==> src/rtl/dgcp_pkg.sv <==
// Shared constants and types for the decimal gain command parser.
// No dependencies; used by every module of the block.
`timescale 1ns / 1ps

package dgcp_pkg;

   localparam int DigitsPerField = 4;
   localparam int NumFields      = 4;
   localparam int FrameLen       = 1 + NumFields * DigitsPerField;

   localparam int ByteW  = 8;
   localparam int PosW   = 5;
   localparam int DigitW = 2;
   localparam int FieldW = 2;
   localparam int ParamW = 14;
   localparam int DvW    = 4;

   localparam logic [ByteW-1:0] CharStop = 8'h73;
   localparam logic [ByteW-1:0] CharRun  = 8'h6B;
   localparam logic [ByteW-1:0] CharZero = 8'h30;
   localparam logic [ByteW-1:0] CharNine = 8'h39;

   localparam logic KindStop  = 1'b0;
   localparam logic KindFrame = 1'b1;

   typedef struct packed {
      logic              kind;
      logic              run_mode;
      logic [ParamW-1:0] gain_p;
      logic [ParamW-1:0] gain_i;
      logic [ParamW-1:0] gain_d;
      logic [ParamW-1:0] reference;
      logic              bad_digit;
   } rsp_type;

endpackage

==> src/rtl/decimal_gain_command_parser.sv <==
// Decimal gain command parser top level: input register, parser, result register.
// Path: input register, then parser, then result register, which drives rsp_valid.
// Throughput: one byte per cycle while rsp_stall does not block the result register.
// Reset: synchronous, active high; clears position, mode, flags and parameters to 0.
// Depends on dgcp_pkg, dgcp_parse and dgcp_outreg.
`timescale 1ns / 1ps

module decimal_gain_command_parser (
   input  logic                          clock,
   input  logic                          reset,
   input  logic                          req_valid,
   output logic                          req_stall,
   input  logic [dgcp_pkg::ByteW-1:0]    req_rx_byte,
   output logic                          rsp_valid,
   input  logic                          rsp_stall,
   output logic                          rsp_kind,
   output logic                          rsp_run_mode,
   output logic [dgcp_pkg::ParamW-1:0]   rsp_gain_p,
   output logic [dgcp_pkg::ParamW-1:0]   rsp_gain_i,
   output logic [dgcp_pkg::ParamW-1:0]   rsp_gain_d,
   output logic [dgcp_pkg::ParamW-1:0]   rsp_reference,
   output logic                          rsp_bad_digit
);

   logic                        in_valid_ff, in_valid_in;
   logic [dgcp_pkg::ByteW-1:0]  in_byte_ff;
   logic                        accept;
   logic                        go;
   logic                        out_free;
   logic                        res_valid;
   dgcp_pkg::rsp_type           res;
   dgcp_pkg::rsp_type           rsp;

   assign go          = in_valid_ff & out_free;
   assign req_stall   = in_valid_ff & ~out_free;
   assign accept      = req_valid & ~req_stall;
   assign in_valid_in = accept | (in_valid_ff & ~go);

   always_ff @(posedge clock) begin
      if (reset) begin
         in_valid_ff <= 1'b0;
      end else begin
         in_valid_ff <= in_valid_in;
      end
   end

   always_ff @(posedge clock) begin
      if (accept) begin
         in_byte_ff <= req_rx_byte;
      end
   end

   dgcp_parse u_parse (
      .clock     (clock),
      .reset     (reset),
      .go        (go),
      .rx_byte   (in_byte_ff),
      .res_valid (res_valid),
      .res       (res)
   );

   dgcp_outreg u_outreg (
      .clock     (clock),
      .reset     (reset),
      .load      (go & res_valid),
      .res       (res),
      .rsp_stall (rsp_stall),
      .free      (out_free),
      .rsp_valid (rsp_valid),
      .rsp       (rsp)
   );

   assign rsp_kind      = rsp.kind;
   assign rsp_run_mode  = rsp.run_mode;
   assign rsp_gain_p    = rsp.gain_p;
   assign rsp_gain_i    = rsp.gain_i;
   assign rsp_gain_d    = rsp.gain_d;
   assign rsp_reference = rsp.reference;
   assign rsp_bad_digit = rsp.bad_digit;

   a_stop_fields : assert property (@(posedge clock) disable iff (reset)
      rsp_valid && (rsp_kind == dgcp_pkg::KindStop) |-> !rsp_bad_digit && !rsp_run_mode)
      else $error("stop item with run mode or bad digit set");

   a_hold_input : assert property (@(posedge clock) disable iff (reset)
      in_valid_ff && !out_free |=> in_valid_ff && $stable(in_byte_ff))
      else $error("pending input byte lost while result register blocked");

   a_result_lands : assert property (@(posedge clock) disable iff (reset)
      go && res_valid |=> rsp_valid)
      else $error("parser result not captured in result register");

   a_param_range : assert property (@(posedge clock) disable iff (reset)
      rsp_valid |-> rsp_gain_p <= dgcp_pkg::ParamW'(9999)
                 && rsp_reference <= dgcp_pkg::ParamW'(9999))
      else $error("parameter out of decimal range");

endmodule

==> src/rtl/dgcp_parse.sv <==
// Frame parser: byte position, digit accumulate, pending fields and stored parameters.
// Depends on dgcp_pkg.
`timescale 1ns / 1ps

module dgcp_parse (
   input  logic                         clock,
   input  logic                         reset,
   input  logic                         go,
   input  logic [dgcp_pkg::ByteW-1:0]   rx_byte,
   output logic                         res_valid,
   output dgcp_pkg::rsp_type            res
);

   localparam logic [dgcp_pkg::PosW-1:0] Dpf =
      dgcp_pkg::PosW'(dgcp_pkg::DigitsPerField);
   localparam logic [dgcp_pkg::PosW-1:0] FrameEnd =
      dgcp_pkg::PosW'(dgcp_pkg::FrameLen);
   localparam logic [dgcp_pkg::DigitW-1:0] LastDigit =
      dgcp_pkg::DigitW'(dgcp_pkg::DigitsPerField - 1);
   localparam logic [dgcp_pkg::FieldW-1:0] LastField =
      dgcp_pkg::FieldW'(dgcp_pkg::NumFields - 1);

   logic [dgcp_pkg::PosW-1:0]   pos_ff, pos_in;
   logic [dgcp_pkg::ByteW-1:0]  cmd_ff, cmd_in;
   logic [dgcp_pkg::ParamW-1:0] acc_ff, acc_in;
   logic                        err_ff, err_in;
   logic                        run_ff, run_in;
   logic [dgcp_pkg::ParamW-1:0] pend_ff [dgcp_pkg::NumFields-1];
   logic [dgcp_pkg::ParamW-1:0] par_ff  [dgcp_pkg::NumFields];
   logic [dgcp_pkg::ParamW-1:0] par_in  [dgcp_pkg::NumFields];

   logic                          start;
   logic [dgcp_pkg::PosW-1:0]     rel;
   logic [dgcp_pkg::FieldW-1:0]   field_idx;
   logic [dgcp_pkg::DigitW-1:0]   digit_idx;
   logic                          is_digit;
   logic [dgcp_pkg::DvW-1:0]      dv;
   logic [dgcp_pkg::ParamW-1:0]   acc_base;
   logic [dgcp_pkg::ParamW+3:0]   acc_sum;
   logic [dgcp_pkg::ParamW-1:0]   acc_new;
   logic                          err_new;
   logic                          pend_we;

   always_comb begin
      start     = (pos_ff == '0) || (pos_ff >= FrameEnd);
      rel       = pos_ff - dgcp_pkg::PosW'(1);
      field_idx = dgcp_pkg::FieldW'(rel / Dpf);
      digit_idx = dgcp_pkg::DigitW'(rel % Dpf);
      is_digit  = rx_byte inside {[dgcp_pkg::CharZero : dgcp_pkg::CharNine]};
      dv        = is_digit ? dgcp_pkg::DvW'(rx_byte - dgcp_pkg::CharZero) : '0;
      acc_base  = (digit_idx == '0) ? '0 : acc_ff;
      acc_sum   = (dgcp_pkg::ParamW+4)'(acc_base) * (dgcp_pkg::ParamW+4)'(10)
                + (dgcp_pkg::ParamW+4)'(dv);
      acc_new   = acc_sum[dgcp_pkg::ParamW-1:0];
      err_new   = err_ff | ~is_digit;
   end

   always_comb begin
      pos_in    = pos_ff;
      cmd_in    = cmd_ff;
      acc_in    = acc_ff;
      err_in    = err_ff;
      run_in    = run_ff;
      par_in    = par_ff;
      pend_we   = 1'b0;
      res_valid = 1'b0;
      res.kind  = dgcp_pkg::KindFrame;
      res.bad_digit = 1'b0;
      if (start) begin
         pos_in = '0;
         if (rx_byte == dgcp_pkg::CharStop) begin
            run_in    = 1'b0;
            res_valid = 1'b1;
            res.kind  = dgcp_pkg::KindStop;
         end else begin
            cmd_in = rx_byte;
            acc_in = '0;
            err_in = 1'b0;
            pos_in = dgcp_pkg::PosW'(1);
         end
      end else begin
         acc_in = acc_new;
         err_in = err_new;
         pos_in = pos_ff + dgcp_pkg::PosW'(1);
         if (digit_idx == LastDigit) begin
            if (field_idx != LastField) begin
               pend_we = 1'b1;
            end else begin
               if (cmd_ff == dgcp_pkg::CharRun) begin
                  run_in = 1'b1;
               end
               if (!err_new) begin
                  for (int i = 0; i < dgcp_pkg::NumFields - 1; i++) begin
                     par_in[i] = pend_ff[i];
                  end
                  par_in[dgcp_pkg::NumFields-1] = acc_new;
               end
               res_valid     = 1'b1;
               res.bad_digit = err_new;
               pos_in = '0;
               acc_in = '0;
               err_in = 1'b0;
            end
         end
      end
      res.run_mode  = run_in;
      res.gain_p    = par_in[0];
      res.gain_i    = par_in[1];
      res.gain_d    = par_in[2];
      res.reference = par_in[3];
   end

   always_ff @(posedge clock) begin
      if (reset) begin
         pos_ff <= '0;
         acc_ff <= '0;
         err_ff <= 1'b0;
         run_ff <= 1'b0;
         for (int i = 0; i < dgcp_pkg::NumFields; i++) begin
            par_ff[i] <= '0;
         end
      end else if (go) begin
         pos_ff <= pos_in;
         acc_ff <= acc_in;
         err_ff <= err_in;
         run_ff <= run_in;
         par_ff <= par_in;
      end
   end

   always_ff @(posedge clock) begin
      if (go) begin
         cmd_ff <= cmd_in;
         if (pend_we) begin
            pend_ff[field_idx] <= acc_new;
         end
      end
   end

endmodule

==> src/rtl/dgcp_outreg.sv <==
// Result register: holds one result item until the consumer takes it.
// Depends on dgcp_pkg.
`timescale 1ns / 1ps

module dgcp_outreg (
   input  logic               clock,
   input  logic               reset,
   input  logic               load,
   input  dgcp_pkg::rsp_type  res,
   input  logic               rsp_stall,
   output logic               free,
   output logic               rsp_valid,
   output dgcp_pkg::rsp_type  rsp
);

   logic              valid_ff, valid_in;
   dgcp_pkg::rsp_type data_ff;

   assign free      = ~valid_ff | ~rsp_stall;
   assign valid_in  = load | (valid_ff & rsp_stall);
   assign rsp_valid = valid_ff;
   assign rsp       = data_ff;

   always_ff @(posedge clock) begin
      if (reset) begin
         valid_ff <= 1'b0;
      end else begin
         valid_ff <= valid_in;
      end
   end

   always_ff @(posedge clock) begin
      if (load) begin
         data_ff <= res;
      end
   end

endmodule

==> config.mk <==
export PLATFORM = sky130hd
export DESIGN_NAME = decimal_gain_command_parser
export DESIGN_NICKNAME = d
export VERILOG_FILES = /design/src/rtl/dgcp_pkg.sv /design/src/rtl/decimal_gain_command_parser.sv /design/src/rtl/dgcp_parse.sv /design/src/rtl/dgcp_outreg.sv
export SDC_FILE = /design/constraint.sdc
export NUM_CORES = 1
export LEC_CHECK = 0
export BUFFER_PORTS_ARGS = -buffer_cell sky130_fd_sc_hd__buf_2
export CAP_MARGIN = 20
export CORE_ASPECT_RATIO = 0.8
export CORE_MARGIN = 2
export CORE_UTILIZATION = 59
export CTS_CLUSTER_SIZE = 10
export DETAILED_ROUTE_END_ITERATION = 10
export GPL_TIMING_DRIVEN = 0
export HOLD_SLACK_MARGIN = 0.08
export PLACE_DENSITY = 0.88
export RECOVER_POWER = 25
export SLEW_MARGIN = 20
export SYNTH_ARGS = -nofsm -noshare
export SYNTH_HDL_FRONTEND = slang
export SYNTH_SLANG_ARGS = --single-unit
==> constraint.sdc <==
create_clock -name clock -period 6.9 [get_ports clock]
set_input_delay 0.345 -clock clock [delete_from_list [all_inputs] [get_ports clock]]
set_output_delay 0.345 -clock clock [all_outputs]
set_load 0.05 [all_outputs]
==> metrics.txt <==
Period minus WS final 4800 ps; reg2reg start u_parse.pos_ff[0]; synthesized instance count 695; R2R depth 12; H-tree depth 4; Iteration-0 DRC Markers 561; FF-to-FF End u_outreg.rsp[12]; Mapped Nets 732; Initial Utilization 0.605; worst setup path start u_parse.pos_ff[0]; Fin. Hold Viols 0; dpl hpwl 12.6 mm; # fillers 898; clock buffer depth 2; gpl congestion 0.911; Setup Total Neg Slack 0 ps; Final Util 0.697; switching share of power 0.203; Post-synth EDFFs 117; Synthesis Warnings 0; HP Class in -> reg; Layout area overhead 15.2%; worst slew margin relative to its limit 0.310; Cell Pwr Density 249 mW/mm2; largest fanout on the critical path 10; Top FF cell, synth edfxtp_1; vias in the first global route 5483; Die H 109 um; Max Transition Viols Final 0; period utilisation layout 0.695; status complete, no violations; syn_area_per_cell 11.8 um2; commonest non-fill, non-tap cells in the layout 117 x nand2_1, 117 x edfxtp_1, 83 x clkbuf_1; layout cells sized above 1 0.146; Worst Setup Path Type reg -> reg; worst path arrival time 5090 ps; Port Buffer Count 71; total wire length 19.0 mm; peak supply drop 0.000177 V; combinational power share 0.029; Finished Layout Cells 984; grt ovf 0; Internal Pwr Total 1880 uW; Seq/Total Area, Yosys 0.619; Vias 5791; fin nets 828; CTS tree built; power share of the clock group 0.444; NetSw 478 uW; Least-Margin Pin Slew 1030 ps; clk_skew 11.8 ps; FF+latch count, synth 195; placed cell count 948; synthesized cell area 0.00820 mm2; sequential share of power 0.527; antenna violations before repair 0; die width 136 um; Antenna Cells 0; final-report setup violation count 0; endpoint class of the critical path flip-flop; WP data required 7190 ps; Avg WL per Cell 19.3 um; Root Driver clkbuf_16; total core area 0.0136 mm2; final hold slack 87.4 ps; die area 0.0149 mm2; first-pass GRT wire length 28.8 mm; mean number of vias per cell 5.89; Ports 73; asr flop ratio synth 0; Core Rows 38; max-cap violation count 0; drt drc 0; Fmax 0.209 GHz; multi-input logic area 0.00295 mm2; CTS Buf Count 17; crit path capture u_outreg.rsp[12]; worst-skew pair later-pin latency 430 ps; count of cell types in the netlist 51; largest net degree at the start of global routing 29; post-route ant nets 0; Sink Count 195; R2R Setup Slk 2100 ps; Tot GR Track Use 0.261; RSZ-0062 raised after global routing false; crit start category flip-flop; Storage cell area 0.00507 mm2; leakage 0.00352 uW; clk slew on worst S/H paths 70 ps; DRT Pass-1 Iters 6
-- metrics by stage --
step / setup WS (ps) / power [uW] / area [um2]
global placement: 734 / 1330 / 8780
global route: 1920 / 2410 / 9450
detailed placement: 2290 / 1330 / 8850
CTS: 2240 / 2360 / 9510
floorplan: 1970 / 1310 / 8200
finish: 2100 / 2360 / 9450
-- power by group through the flow --
stage / clock [uW] / sequential, uW / combinational [uW]
after global routing: 1100 / 1240 / 73.5
final: 1050 / 1240 / 69.2
after global placement: 0 / 1270 / 61.3
after detailed placement: 0 / 1270 / 66.1
after CTS: 1050 / 1240 / 68.5
after floorplan: 0 / 1280 / 31.3
-- flip-flops by register name (all words and copies together) (netlist names), 5 cells and up --
signal and flops:
in_byte_ff 8, u_outreg.rsp 59, u_parse.acc_ff 13, u_parse.cmd_ff 8, u_parse.par_ff 56, u_parse.pend_ff 42, u_parse.pos_ff 5
-- worst min-delay path by stage --
stage | from | end | slack (ps) | cells after the start
after floorplan | in_byte_ff[7] | u_parse.cmd_ff[7] | 420 | 0
after global placement | in_byte_ff[7] | u_parse.cmd_ff[7] | 420 | 0
after detailed placement | in_byte_ff[7] | u_parse.cmd_ff[7] | 430 | 0
after CTS | req_rx_byte[2] | in_byte_ff[2] | 80 | 1
after global routing | req_rx_byte[3] | in_byte_ff[3] | 80 | 1
final | req_rx_byte[3] | in_byte_ff[3] | 90 | 1
-- cells in the mapped netlist (all sizes together), types with 2 or more instances --
master / instances / share of area
edfxtp: 117 / 0.43
nand2: 117 / 0.054
dfxtp: 78 / 0.19
a21oi: 71 / 0.043
mux2: 54 / 0.074
nor2: 47 / 0.022
ha: 23 / 0.035
clkbuf: 22 / 0.010
xnor2: 19 / 0.020
buf: 14 / 0.0093
a22oi: 13 / 0.012
inv: 11 / 0.0050
nor2b: 10 / 0.0076
and2: 9 / 0.0072
o21ai: 8 / 0.0058
nand3: 7 / 0.0049
nand4: 7 / 0.0053
xor2: 7 / 0.0075
nor3: 6 / 0.0037
a21o: 5 / 0.0046
nand2b: 5 / 0.0038
nand3b: 5 / 0.0046
and3b: 4 / 0.0043
o21a: 4 / 0.0037
a211oi: 3 / 0.0027
or3: 3 / 0.0023
a31oi: 2 / 0.0015
and4b: 2 / 0.0024
fa: 2 / 0.0049
nand4b: 2 / 0.0021
nor3b: 2 / 0.0024
nor4: 2 / 0.0015
or2: 2 / 0.0015
or4: 2 / 0.0018
or4b: 2 / 0.0024
-- critical path: stages, from the launching register on --
cell	delay, ps
dfxtp_1	550
ha_1	490
clkbuf_1	430
nor2b_1	110
ha_1	290
ha_1	220
fa_1	410
a21o_1	190
a41oi_1	430
xnor2_1	200
nand4_1	180
xnor2_1	820
mux2_2	320
-- area by class of cell --
type                    count  share of cell area
well taps                 180              0.0238
plain buffers              36              0.0168
clock inverters            13              0.0189
inverters                  11             0.00437
repair buffers             77              0.0388
multi-input cells         453               0.312
flip-flops and latches    195               0.537
clock buffers              19              0.0479
-- timing repair --
item | 4_1_cts | 5_1_grt
hold endpoints to repair | 3 | 1
buffers inserted | 0 | 0
resized for setup | 0 | 0
hold buffers | 3 | 1
-- cell families (layout without fill, tap and decap cells) --
kind of cell | after synthesis | after routing | synth area share
simple gates | 237 | 237 | 0.137
flops | 195 | 195 | 0.619
compound gates | 111 | 111 | 0.0786
mux | 54 | 54 | 0.0741
buf+inv | 47 | 156 | 0.0244
xor+xnor | 26 | 26 | 0.0278
fa+ha+maj | 25 | 25 | 0.0400
-- layer usage --
layer / up-vias / wire, um / part of all wire / track usage
li1: 2657 / - / - / -
met1: 2750 / 7280 / 0.38 / 0.317
met2: 312 / 9290 / 0.49 / 0.438
met3: 72 / 1550 / 0.082 / 0.0526
met4: 0 / 908 / 0.048 / 0.152
met5: - / 0 / 0 / 0
Note: power is estimated with default switching activity, not from simulation.
